--- config.mk ---
export PLATFORM = sky130hd
export DESIGN_NAME = partition_fit_allocator
export DESIGN_NICKNAME = d
export VERILOG_FILES = /design/src/pfa_pkg.sv /design/src/pfa_table.sv /design/src/pfa_cmp.sv /design/src/pfa_ctrl.sv /design/src/partition_fit_allocator.sv
export SDC_FILE = /design/constraint.sdc
export NUM_CORES = 2
export LEC_CHECK = 0
export BUFFER_PORTS_ARGS = -buffer_cell sky130_fd_sc_hd__buf_2
export CAP_MARGIN = 10
export CORE_ASPECT_RATIO = 1.75
export CORE_UTILIZATION = 28
export CTS_BUF_LIST = sky130_fd_sc_hd__clkbuf_16
export CTS_CLUSTER_DIAMETER = 60
export CTS_CLUSTER_SIZE = 40
export DETAILED_ROUTE_END_ITERATION = 6
export GPL_ROUTABILITY_DRIVEN = 0
export PLACE_DENSITY_LB_ADDON = 0.2
export SLEW_MARGIN = 20
export SYNTH_ARGS = -nofsm -noshare
export SYNTH_HDL_FRONTEND = slang
export SYNTH_SLANG_ARGS = --single-unit
export TNS_END_PERCENT = 1
--- constraint.sdc ---
create_clock -name clk -period 6.8 [get_ports clk]
set_input_delay 0.68 -clock clk [delete_from_list [all_inputs] [get_ports clk]]
set_output_delay 0.68 -clock clk [all_outputs]
set_load 0.1 [all_outputs]
--- src/pfa_pkg.sv ---
// shared types, constants and helpers of the partition fit allocator
`default_nettype none
package pfa_pkg;

	// table geometry
	localparam int NUM_PARTS = 16;
	localparam int SIZE_BITS = 16;
	localparam int PART_BITS = (NUM_PARTS > 1) ? $clog2(NUM_PARTS) : 1;
	localparam int CMP_BITS  = (SIZE_BITS > 16) ? SIZE_BITS : 16;
	localparam logic [PART_BITS-1:0] PART_LAST = PART_BITS'(NUM_PARTS - 1);

	// command codes
	localparam logic [1:0] FN_LOAD    = 2'd0;
	localparam logic [1:0] FN_ALLOC   = 2'd1;
	localparam logic [1:0] FN_RECLAIM = 2'd2;
	localparam logic [1:0] FN_REWIND  = 2'd3;

	// fit policy codes
	localparam logic [1:0] POL_FIRST = 2'd0;
	localparam logic [1:0] POL_NEXT  = 2'd1;
	localparam logic [1:0] POL_BEST  = 2'd2;
	localparam logic [1:0] POL_WORST = 2'd3;

	// input transaction
	typedef struct packed {
		logic [1:0]  func;
		logic [3:0]  part_index;
		logic [15:0] amount;
		logic [15:0] base_in;
	} cmd_t;

	// result transaction
	typedef struct packed {
		logic        granted;
		logic [3:0]  chosen_part;
		logic [15:0] left_after;
		logic [15:0] chosen_base;
	} res_t;

	// sequencer states
	typedef enum logic [2:0] {
		ST_IDLE,
		ST_SCAN,
		ST_WRITE,
		ST_RECLAIM,
		ST_REPLY
	} state_t;

	// table write kinds
	typedef enum logic [1:0] {
		WR_LOAD,
		WR_TAKE,
		WR_RESTORE
	} wr_op_t;

	// table write request
	typedef struct packed {
		logic                 en;
		wr_op_t               op;
		logic [PART_BITS-1:0] addr;
		logic [SIZE_BITS-1:0] size;
		logic [SIZE_BITS-1:0] base;
	} tbl_wr_t;

	// operands of the shared compare unit
	typedef struct packed {
		logic [SIZE_BITS-1:0] a;
		logic [15:0]          req;
		logic [SIZE_BITS-1:0] best;
	} cmp_op_t;

	// flags and difference from the shared compare unit
	typedef struct packed {
		logic                 fit;
		logic                 less;
		logic                 more;
		logic [SIZE_BITS-1:0] diff;
	} cmp_res_t;

	// circular partition increment
	function automatic logic [PART_BITS-1:0] wrap_inc(input logic [PART_BITS-1:0] p);
		return (p == PART_LAST) ? '0 : p + PART_BITS'(1);
	endfunction

endpackage
`default_nettype wire

--- src/pfa_table.sv ---
// partition table: original size, remaining size and base of every partition
`default_nettype none
module pfa_table (
	input  wire logic                          clk,
	input  wire logic                          arst_n,
	input  wire logic [pfa_pkg::PART_BITS-1:0] rd_addr,
	input  wire pfa_pkg::tbl_wr_t              wr,
	output logic [pfa_pkg::SIZE_BITS-1:0]      rd_rest,
	output logic [pfa_pkg::SIZE_BITS-1:0]      rd_base
);
	import pfa_pkg::*;

	logic [SIZE_BITS-1:0] orig_q [NUM_PARTS];
	logic [SIZE_BITS-1:0] rest_q [NUM_PARTS];
	logic [SIZE_BITS-1:0] base_q [NUM_PARTS];

	// single read port at the probe address, or at the chosen partition while writing
	assign rd_rest = rest_q[rd_addr];
	assign rd_base = base_q[rd_addr];

	// entry updates, all cleared at reset
	always_ff @(posedge clk or negedge arst_n) begin
		if (!arst_n) begin
			for (int i = 0; i < NUM_PARTS; i++) begin
				orig_q[i] <= '0;
				rest_q[i] <= '0;
				base_q[i] <= '0;
			end
		end else if (wr.en) begin
			case (wr.op)
				WR_LOAD: begin
					orig_q[wr.addr] <= wr.size;
					rest_q[wr.addr] <= wr.size;
					base_q[wr.addr] <= wr.base;
				end
				WR_TAKE: begin
					rest_q[wr.addr] <= wr.size;
				end
				WR_RESTORE: begin
					rest_q[wr.addr] <= orig_q[wr.addr];
				end
				default: begin
				end
			endcase
		end
	end

endmodule
`default_nettype wire

--- src/pfa_cmp.sv ---
// shared compare and subtract unit used for every probe and the grant
`default_nettype none
module pfa_cmp (
	input  wire pfa_pkg::cmp_op_t op,
	output pfa_pkg::cmp_res_t     res
);
	import pfa_pkg::*;

	logic [CMP_BITS:0] diff_w;

	// a minus request with borrow, request compared at full width
	assign diff_w   = {1'b0, CMP_BITS'(op.a)} - {1'b0, CMP_BITS'(op.req)};
	assign res.fit  = !diff_w[CMP_BITS];
	assign res.diff = diff_w[SIZE_BITS-1:0];

	// ordering against the current candidate
	assign res.less = op.a < op.best;
	assign res.more = op.a > op.best;

endmodule
`default_nettype wire

--- src/pfa_ctrl.sv ---
// sequencer: command decode, table scan, grant write-back, reclaim and result register
`default_nettype none
module pfa_ctrl (
	input  wire logic                          clk,
	input  wire logic                          arst_n,
	input  wire logic                          start,
	input  wire pfa_pkg::cmd_t                 cmd,
	output logic                               busy,
	input  wire logic                          cfg_valid,
	output logic                               cfg_ready,
	input  wire logic [1:0]                    cfg_data,
	input  wire logic [pfa_pkg::SIZE_BITS-1:0] rd_rest,
	input  wire logic [pfa_pkg::SIZE_BITS-1:0] rd_base,
	output logic [pfa_pkg::PART_BITS-1:0]      rd_addr,
	output pfa_pkg::tbl_wr_t                   wr,
	output pfa_pkg::cmp_op_t                   cmp_op,
	input  wire pfa_pkg::cmp_res_t             cmp,
	output logic                               done,
	output pfa_pkg::res_t                      result
);
	import pfa_pkg::*;

	state_t               state_q, state_d;
	logic [1:0]           policy_q;
	logic [PART_BITS-1:0] rove_q;
	logic [PART_BITS-1:0] k_q;
	logic [PART_BITS-1:0] cnt_q;
	logic                 found_q;
	logic [PART_BITS-1:0] pick_q;
	logic [SIZE_BITS-1:0] pick_rest_q;
	cmd_t                 cmd_q;
	res_t                 res_q;

	logic accept;
	logic last;
	logic take;
	logic grant;

	// next state and control outputs
	always_comb begin
		state_d    = state_q;
		busy       = (state_q != ST_IDLE);
		accept     = start && !busy;
		last       = (cnt_q == PART_LAST);
		take       = 1'b0;
		wr         = '0;
		wr.op      = WR_LOAD;
		done       = (state_q == ST_REPLY);
		rd_addr    = (state_q == ST_WRITE) ? pick_q : k_q;
		cmp_op.a    = (state_q == ST_WRITE) ? pick_rest_q : rd_rest;
		cmp_op.req  = cmd_q.amount;
		cmp_op.best = pick_rest_q;
		grant      = found_q && cmp.fit;
		case (state_q)
			ST_IDLE: begin
				if (accept) begin
					case (cmd.func)
						FN_LOAD:    state_d = ST_WRITE;
						FN_ALLOC:   state_d = ST_SCAN;
						FN_RECLAIM: state_d = ST_RECLAIM;
						default:    state_d = ST_REPLY;
					endcase
				end
			end
			ST_SCAN: begin
				case (policy_q) inside
					POL_FIRST, POL_NEXT: begin
						take = cmp.fit;
						if (cmp.fit || last) state_d = ST_WRITE;
					end
					POL_BEST: begin
						take = cmp.fit && (!found_q || cmp.less);
						if (last) state_d = ST_WRITE;
					end
					default: begin
						take = !found_q || cmp.more;
						if (last) state_d = ST_WRITE;
					end
				endcase
			end
			ST_WRITE: begin
				if (cmd_q.func == FN_LOAD) begin
					wr.en   = (32'(cmd_q.part_index) < NUM_PARTS);
					wr.op   = WR_LOAD;
					wr.addr = PART_BITS'(cmd_q.part_index);
					wr.size = SIZE_BITS'(cmd_q.amount);
					wr.base = SIZE_BITS'(cmd_q.base_in);
				end else begin
					wr.en   = grant;
					wr.op   = WR_TAKE;
					wr.addr = pick_q;
					wr.size = cmp.diff;
				end
				state_d = ST_REPLY;
			end
			ST_RECLAIM: begin
				wr.en   = 1'b1;
				wr.op   = WR_RESTORE;
				wr.addr = k_q;
				if (last) state_d = ST_REPLY;
			end
			ST_REPLY: begin
				state_d = ST_IDLE;
			end
			default: begin
				state_d = ST_IDLE;
			end
		endcase
	end

	// register writes only between transactions, never beside a starting command
	assign cfg_ready = !busy && !start;

	// state register
	always_ff @(posedge clk or negedge arst_n) begin
		if (!arst_n) begin
			state_q <= ST_IDLE;
		end else begin
			state_q <= state_d;
		end
	end

	// policy, roving pointer and scan counters
	always_ff @(posedge clk or negedge arst_n) begin
		if (!arst_n) begin
			policy_q <= POL_FIRST;
			rove_q   <= '0;
			k_q      <= '0;
			cnt_q    <= '0;
			found_q  <= 1'b0;
		end else begin
			if (cfg_valid && cfg_ready) policy_q <= cfg_data;
			case (state_q)
				ST_IDLE: begin
					if (accept) begin
						cnt_q   <= '0;
						found_q <= 1'b0;
						k_q     <= (cmd.func == FN_ALLOC && policy_q == POL_NEXT) ? rove_q : '0;
						if (cmd.func == FN_RECLAIM || cmd.func == FN_REWIND) rove_q <= '0;
					end
				end
				ST_SCAN: begin
					if (take) found_q <= 1'b1;
					k_q   <= wrap_inc(k_q);
					cnt_q <= cnt_q + PART_BITS'(1);
				end
				ST_RECLAIM: begin
					k_q   <= wrap_inc(k_q);
					cnt_q <= cnt_q + PART_BITS'(1);
				end
				ST_WRITE: begin
					if (cmd_q.func == FN_ALLOC && grant && policy_q == POL_NEXT)
						rove_q <= wrap_inc(pick_q);
				end
				default: begin
				end
			endcase
		end
	end

	// command, candidate and result payload
	always_ff @(posedge clk) begin
		if (accept) begin
			cmd_q <= cmd;
			res_q <= '0;
		end
		if (state_q == ST_SCAN && take) begin
			pick_q      <= k_q;
			pick_rest_q <= rd_rest;
		end
		if (state_q == ST_WRITE && cmd_q.func == FN_ALLOC && grant) begin
			res_q.granted     <= 1'b1;
			res_q.chosen_part <= 4'(pick_q);
			res_q.left_after  <= 16'(cmp.diff);
			res_q.chosen_base <= 16'(rd_base);
		end
	end

	assign result = res_q;

`ifndef ASSERT_OFF
	a_accept_busy: assert property (@(posedge clk) disable iff (!arst_n)
		accept |=> busy)
		else $error("accepted transaction did not raise busy");
	a_done_idle: assert property (@(posedge clk) disable iff (!arst_n)
		done |=> !busy)
		else $error("block still busy after its result");
	a_take_fits: assert property (@(posedge clk) disable iff (!arst_n)
		(wr.en && wr.op == WR_TAKE) |-> (found_q && cmp.fit))
		else $error("grant written without a fitting candidate");
	a_first_order: assert property (@(posedge clk) disable iff (!arst_n)
		(state_q == ST_SCAN && policy_q == POL_FIRST) |-> (k_q == cnt_q))
		else $error("first fit probe out of order");
`endif

endmodule
`default_nettype wire

--- src/partition_fit_allocator.sv ---
// top level of the partition fit allocator
//
// One command is taken when start is high and busy is low; done is high for exactly one
// cycle with its result on result, and the receiver cannot stall it. One compare and
// subtract unit probes one table entry per cycle. Reclaim restores one entry per cycle,
// allocate under best or worst fit probes every entry, and allocate under first or next
// fit stops at the first entry that fits, or after all entries when none fits. The table
// is cleared at reset. The policy register is written through cfg_valid/cfg_ready, which
// accepts only while busy is low and no command is being started.
`default_nettype none
module partition_fit_allocator (
	input  wire logic          clk,
	input  wire logic          arst_n,
	input  wire logic          start,
	input  wire pfa_pkg::cmd_t cmd,
	output logic               busy,
	input  wire logic          cfg_valid,
	output logic               cfg_ready,
	input  wire logic [1:0]    cfg_data,
	output logic               done,
	output pfa_pkg::res_t      result
);
	import pfa_pkg::*;

	logic [PART_BITS-1:0] rd_addr;
	logic [SIZE_BITS-1:0] rd_rest;
	logic [SIZE_BITS-1:0] rd_base;
	tbl_wr_t              wr;
	cmp_op_t              cmp_op;
	cmp_res_t             cmp;

	// sequencer
	pfa_ctrl u_ctrl (
		.clk       (clk),
		.arst_n    (arst_n),
		.start     (start),
		.cmd       (cmd),
		.busy      (busy),
		.cfg_valid (cfg_valid),
		.cfg_ready (cfg_ready),
		.cfg_data  (cfg_data),
		.rd_rest   (rd_rest),
		.rd_base   (rd_base),
		.rd_addr   (rd_addr),
		.wr        (wr),
		.cmp_op    (cmp_op),
		.cmp       (cmp),
		.done      (done),
		.result    (result)
	);

	// shared compare unit
	pfa_cmp u_cmp (
		.op  (cmp_op),
		.res (cmp)
	);

	// partition table
	pfa_table u_table (
		.clk     (clk),
		.arst_n  (arst_n),
		.rd_addr (rd_addr),
		.wr      (wr),
		.rd_rest (rd_rest),
		.rd_base (rd_base)
	);

endmodule
`default_nettype wire
After elaboration in Yosys (flattened, before gate mapping)
Index checks and enable logic that the tools add are counted.
- bits in registers: 881
- output and inout bits: 40
- logic and storage cells: 185
- add/sub/neg operators: 4
- $lt $le $gt $ge: 5
- equality and inequality tests: 22
- mux-type cells: 48
- bitwise logic cells: 2
- reductions and logical operators: 40
- operator list (operator ; count):
    bitwise mux 256 bit ; 4
    case mux 256 bit (2 select lines) ; 1
    binary-select mux 16 bit (select 4 bit) ; 3
    2-to-1 mux 16 bit ; 9
    2-to-1 mux 36 bit ; 2
    demux 16 bit (select 4 bit) ; 1
    2-to-1 mux 4 bit ; 9
    2-to-1 mux 32 bit ; 1
    case mux 4 bit (2 select lines) ; 3
    2-to-1 mux 23 bit ; 1
    subtractor 16 x 16 -> 17 bit ; 1
    greater-than comparator 16 bit ; 1
    less-than comparator 16 bit ; 1
    2-to-1 mux 3 bit ; 5
    case mux 7 bit (2 select lines) ; 1
    adder 4 x 1 -> 4 bit (second input constant) ; 3
    == test 4 bit (second input constant) ; 3
    logical AND 1 bit ; 12
    case mux 3 bit (4 select lines) ; 1
    >= comparator 5 bit (second input constant) ; 2
    inverter 4 -> 5 bit ; 2
    nonzero test 2 bit ; 5
    case mux 3 bit (3 select lines) ; 1
    == test 2 x 1 -> 1 bit (second input constant) ; 4
    other kinds (19) ; 45

Longest topological paths before layout
- depth after elaboration: 19
- mapped depth: 24
- depth with buffers taken out: 17

Modules after synthesis
A second synthesis with hierarchy kept.
- cells, all modules: 3150
- area, all modules: 42721.0 sq um
- modules (own cells, without submodules) (module ; times used ; cells an instance ; area an instance (sq um)):
    pfa_table ; 1 ; 2558 ; 36462.5
    pfa_ctrl ; 1 ; 423 ; 5041.1
    pfa_cmp ; 1 ; 169 ; 1217.4

Least setup slack after synthesis
No wires, ideal clock.
- path kind: flip-flop to flip-flop
- from: reg u_ctrl.state_q[0]
- to: reg u_ctrl.res_q, in the netlist u_ctrl.result[0], enable pin
- setup time: 0.504 ns
- arrival: 5.164 ns
- required time: 6.296 ns
- slack: 1.132 ns
- stages on the path, launching flop included: 21
- buffers on the path: 6
- period minus slack after synthesis: 5.668 ns
- cell sequence: dfrtp_1 buf_2 nor3b_4 buf_2 mux2i_1 buf_2 buf_2 mux4_2 mux2i_1 a211oi_1 a21oi_1 ha_1 fa_1 nor2b_1 o31a_1 o21ai_0 a21boi_0 nand3_1 clkbuf_1 buf_1 nand2_1
- cells in the longest elaborated chain, start to end: 12
- elaborated cells between the ends (all ways): 16
- classes of those cells: 1 x add/sub; 1 x eq/ne; 5 x mux; 1 x bitwise; 8 x reduce/logical
- RTL lines (item ; RTL line ; RTL):
    from (decl) ; pfa_ctrl.sv:23 ; state_t state_q, state_d;
    from (signal assigned) ; pfa_ctrl.sv:119 ; state_q <= state_d;
    == test 3 x 2 -> 1 bit ; pfa_ctrl.sv:49, pfa_ctrl.sv:50, pfa_ctrl.sv:171 ;
    2-to-1 mux 4 bit ; pfa_ctrl.sv:49 ; rd_addr = (state_q == ST_WRITE) ? pick_q : k_q;
    inverter 4 -> 5 bit (implied by the code) ; pfa_table.sv:18 ; assign rd_rest = rest_q[rd_addr];
    binary-select mux 16 bit (select 4 bit) ; pfa_table.sv:18 ;
    2-to-1 mux 16 bit (implied by the code) (2 in series) ; pfa_table.sv:18 ;
    2-to-1 mux 16 bit ; pfa_ctrl.sv:50 ; cmp_op.a = (state_q == ST_WRITE) ? pick_rest_q : rd_rest;
    subtractor 16 x 16 -> 17 bit ; pfa_cmp.sv:12 ; assign diff_w = {1'b0, CMP_BITS'(op.a)} - {1'b0, CMP_BITS'(op.req)};
    zero test 1 bit ; pfa_cmp.sv:13 ; assign res.fit = !diff_w[CMP_BITS];
    logical AND 1 bit ; pfa_ctrl.sv:53 ; grant = found_q && cmp.fit;
    logical AND 1 bit ; pfa_ctrl.sv:171 ; if (state_q == ST_WRITE && cmd_q.func == FN_ALLOC && grant) begin
    nonzero test 2 bit (no line) (*) ; -- ;
    to (decl) ; pfa_ctrl.sv:32 ; res_t res_q;
Mark *: on every way between the ends. The rest lies on a longest branch, timed or not. The select of a mux whose other input is x is not followed.
A chain may end at the register's enable or synchronous reset.

Worst setup path after layout
- from: reg u_ctrl.state_q[0]
- to: reg u_ctrl.rove_q[0]
- cells in the longest elaborated chain, start to end: 14
- elaborated cells between the ends (all ways): 22
- classes of those cells: 1 x add/sub; 4 x eq/ne; 6 x mux; 1 x bitwise; 10 x reduce/logical
- RTL lines (item ; RTL line ; RTL):
    == test 3 x 2 -> 1 bit ; pfa_ctrl.sv:49, pfa_ctrl.sv:50, pfa_ctrl.sv:133 ;
    2-to-1 mux 4 bit ; pfa_ctrl.sv:49 ;
    inverter 4 -> 5 bit (implied by the code) ; pfa_table.sv:18 ;
    binary-select mux 16 bit (select 4 bit) ; pfa_table.sv:18 ;
    2-to-1 mux 16 bit (implied by the code) (2 in series) ; pfa_table.sv:18 ;
    2-to-1 mux 16 bit ; pfa_ctrl.sv:50 ;
    subtractor 16 x 16 -> 17 bit ; pfa_cmp.sv:12 ;
    zero test 1 bit ; pfa_cmp.sv:13 ;
    logical AND 1 bit ; pfa_ctrl.sv:53 ;
    logical AND 1 bit (2 in series) ; pfa_ctrl.sv:152 ; if (cmd_q.func == FN_ALLOC && grant && policy_q == POL_NEXT)
    != test 2 bit (no line) ; -- ;
    AND reduction 4 bit (no line) ; -- ;
    to (signal assigned) ; pfa_ctrl.sv:153 ; rove_q <= wrap_inc(pick_q);
    to (decl) ; pfa_ctrl.sv:25 ; logic [PART_BITS-1:0] rove_q;
Parallel ways exist; a longest one is shown, timed or not. The select of a mux whose other input is x is not followed.

==> results.yml <==
run_status:
  status: "finished, final reports clean"
floorplanning:
  die_w_um: 290
  rows: 184
  initial_core_util_pct: 28.3
  io_pins: 84
  fp.coreArea_um2: 144000
  fp.dieH_um: 506
  die-area_um2: 147000
critical_path:
  reg2reg_depth: 19
  critical_path_arrival_ps: 6750
  startpoint_type: "register"
  r2r_start: "u_ctrl.state_q[0]"
  r2r_slack_ps: 650
  crit_fanout: 47
  critPathRequiredTime_ps: 7400
  critPathKind: "reg -> reg"
  end_kind: "register"
  r2r_end: "u_ctrl.rove_q[0]"
clocking:
  cts_root_buffer: "clkbuf_16"
  h-tree-depth: 2
  clock_path_buffers: 3
  cts_tree: "done"
  clk_latency_ps: 720
  numCtsBuffers: 57
  cts.sinks: 881
  clk_pin_slew_ps: 110
  cts_setup_buffers: 0
global_route:
  grt.total_usage_pct: 17.4
  antenna_found_initial: 3
  grt_max_degree: 165
  overflow: 0
  grt_pass1_wl_mm: 191
  grt_pass1_vias: 28239
layout:
  area_delta_synth_final_pct: 12.1
  stdcell_area_um2: 45500
  final_layout_size_suffix_gt1_share_pct: 20.7
  nets: 3614
power:
  switching_power_mw: 7.16
  power_frac_seq_pct: 38.6
  combPwrFrac_pct: 37.4
  max-vdd-ir-drop_mv: 0.226
  power.density_nw_per_um2: 387
  p_leak_nw: 20.1
  p_clk_share_pct: 24.0
  switching_share_pct: 40.7
  p_int_mw: 10.4
routing:
  detail-route-antenna-nets: 0
  drt-initial-drc-count: 1676
  viasPerCell: 4.94
  routed_wl_mm: 126
  firstDrtPassIters: 5
  drc: 0
  avgRoutedWirePerCell_um: 23.2
  vias: 26894
synth:
  ys_types: 85
  ys_seq_elements: 881
  syn_inst: 3554
  syn-num-nets: 3639
  synth_area_um2: 40600
  synth_flop_cell: "dfrtp_1"
  ys_top_cells_by_count: "dfrtp_1, nand2_1, o21ai_0"
  synth.most_common_cell: "dfrtp_1"
  synth_warnings: 0
  synth_area_per_cell_um2: 11.4
  synthArstFlopShare_pct: 89.2
  synthTopCellsByArea: "dfrtp_1, mux4_2, edfxtp_1"
  ys_seq_area_share_pct: 55.5
  synth_top_cell_by_area: "dfrtp_1"
  synth_top_cell_area_share_pct: 48.5
  synth_edf_count: 94
timing:
  hold_violations: 0
  slew_headroom_pct: 22.9
  clock_skew_ps: 60.7
  setup_viol: 0
  min_period_over_period_pct: 90.5
  worst_pin_slew_ps: 1150
  max_freq_mhz: 163
  rsz0062_at_grt: "no"
  maxSlewViolCount: 0
  final.setup.tns_ps: 0
  period_needed_ps: 6150
placement:
  detailed_place.area_um2: 43200
  portBuffers: 83
  dp_hpwl_mm: 80.5
min_path:
  worstHoldPathCells: 1
  worstHoldEndpoint: "u_ctrl.cmd_q[4]"
  worstHoldStart: "cmd[4]"
  hp-class: "in -> reg"
job:
  drv_cap: 0
[state kept, by name, indices dropped and copies added, names as in the netlist]
name                flops
u_ctrl.cnt_q            4
u_ctrl.found_q          1
u_ctrl.result          37
u_ctrl.cmd_q           22
u_ctrl.rove_q           4
u_ctrl.cmp_op          16
u_table.base_q        256
u_table.rest_q        256
u_ctrl.pick_q           4
u_ctrl.state_q          3
u_ctrl.pick_rest_q     16
u_ctrl.k_q              4
u_table.orig_q        256
u_ctrl.policy_q         2
[layout by cell type, fill, tap and decap left out, drive strengths merged, types with 18 or more instances in the layout]
| master | count |
|---|---|
| nand3 | 72 |
| mux4 | 134 |
| buf | 198 |
| mux2i | 142 |
| clkbuf | 57 |
| nor2b | 30 |
| a211oi | 73 |
| nor2 | 98 |
| edfxtp | 94 |
| nor3 | 18 |
| a21o | 18 |
| dfrtp | 786 |
| o21ai | 509 |
| mux2 | 235 |
| inv | 82 |
| ha | 40 |
| a21oi | 72 |
| and3 | 31 |
| nand2 | 711 |
[worst max-delay path: stages, from the launching register on]
cell      delay, ps
dfrtp_1         520
nor3b_4         330
buf_4           270
mux2i_4         270
buf_12          280
mux4_2          270
mux2i_1         100
nor2b_1         180
a211oi_1        240
a21oi_1         110
ha_1            250
fa_1            440
nor2b_1         200
o31a_1          310
o21ai_0         270
a21boi_0        520
nand3_2         190
nor3b_1         580
o32ai_1         280
mux2_2          330
[final cells by class]
cell class	count	area, um^2
repair buffers	199	1570
clock inverters	51	823
clock buffers	57	1430
well taps	1860	2330
diodes	3	7.51
multi-input cells	2341	16700
inverters	49	184
flip-flops and latches	881	22500
fillers	14701	98100
[worst max path at each step]
stage / from / endpoint / slack (ps) / cells after the start
floorplan: u_ctrl.state_q[0] / u_ctrl.result[0] / 1130 / 20
global placement: u_ctrl.state_q[0] / u_table.rest_q[41] / 680 / 18
detailed placement: u_ctrl.state_q[0] / u_table.rest_q[123] / 670 / 18
CTS: u_ctrl.state_q[0] / u_table.rest_q[153] / 640 / 18
finish: u_ctrl.state_q[0] / u_ctrl.rove_q[0] / 650 / 19
global route: u_ctrl.state_q[0] / u_table.rest_q[169] / 280 / 18
[kinds of logic after synthesis]
kind of cell / after synthesis / share of synthesized area (%)
AO/OA/AOI/OAI: 777 / 11.3
XOR/XNOR: 12 / 0.259
adder cells (fa/ha/maj): 41 / 1.28
buffers and inverters: 332 / 3.79
flip-flops: 881 / 55.5
multiplexers: 511 / 17.5
AND/OR/NAND/NOR: 1000 / 10.4
[routing by layer]
layer	GRT usage [%]	routed length [um]	vias to the layer above	share of wire, %
met1	20.8	51800	13720	41
met5	0	13	-	0.010
met4	6.21	4600	2	3.6
met3	1.51	3400	186	2.7
li1	-	-	12547	-
met2	32.2	66200	439	53
[timing repair]
action / 4_1_cts / 5_1_grt
resized for setup: 0 / 0
hold buffers: 1 / 0
endpoints found under the hold margin: 47 / 0
[stage by stage]
step | power, mW | utilization [%] | setup WS (ps) | hold WS, ps | cells
after floorplan | 11.3 | - | 1130 | 384 | 3554
after global placement | 13.5 | 30.1 | 683 | 436 | 5329
after detailed placement | 13.6 | 30.1 | 666 | 438 | 5329
after CTS | 17.9 | 31.7 | 643 | 61.2 | 5438
after global routing | 18.6 | 31.7 | 276 | 96.4 | 5439
final | 17.6 | 31.7 | 646 | 122 | 5441
[power by group through the flow]
stage / logic (mW) / clock network, mW / registers [mW]
after floorplan: 4.32 / 0 / 6.97
after global placement: 6.63 / 0 / 6.90
after detailed placement: 6.66 / 0 / 6.91
after CTS: 6.67 / 4.38 / 6.81
after global routing: 7.13 / 4.54 / 6.93
final: 6.58 / 4.22 / 6.80
Power figures use the tool's default switching activity.
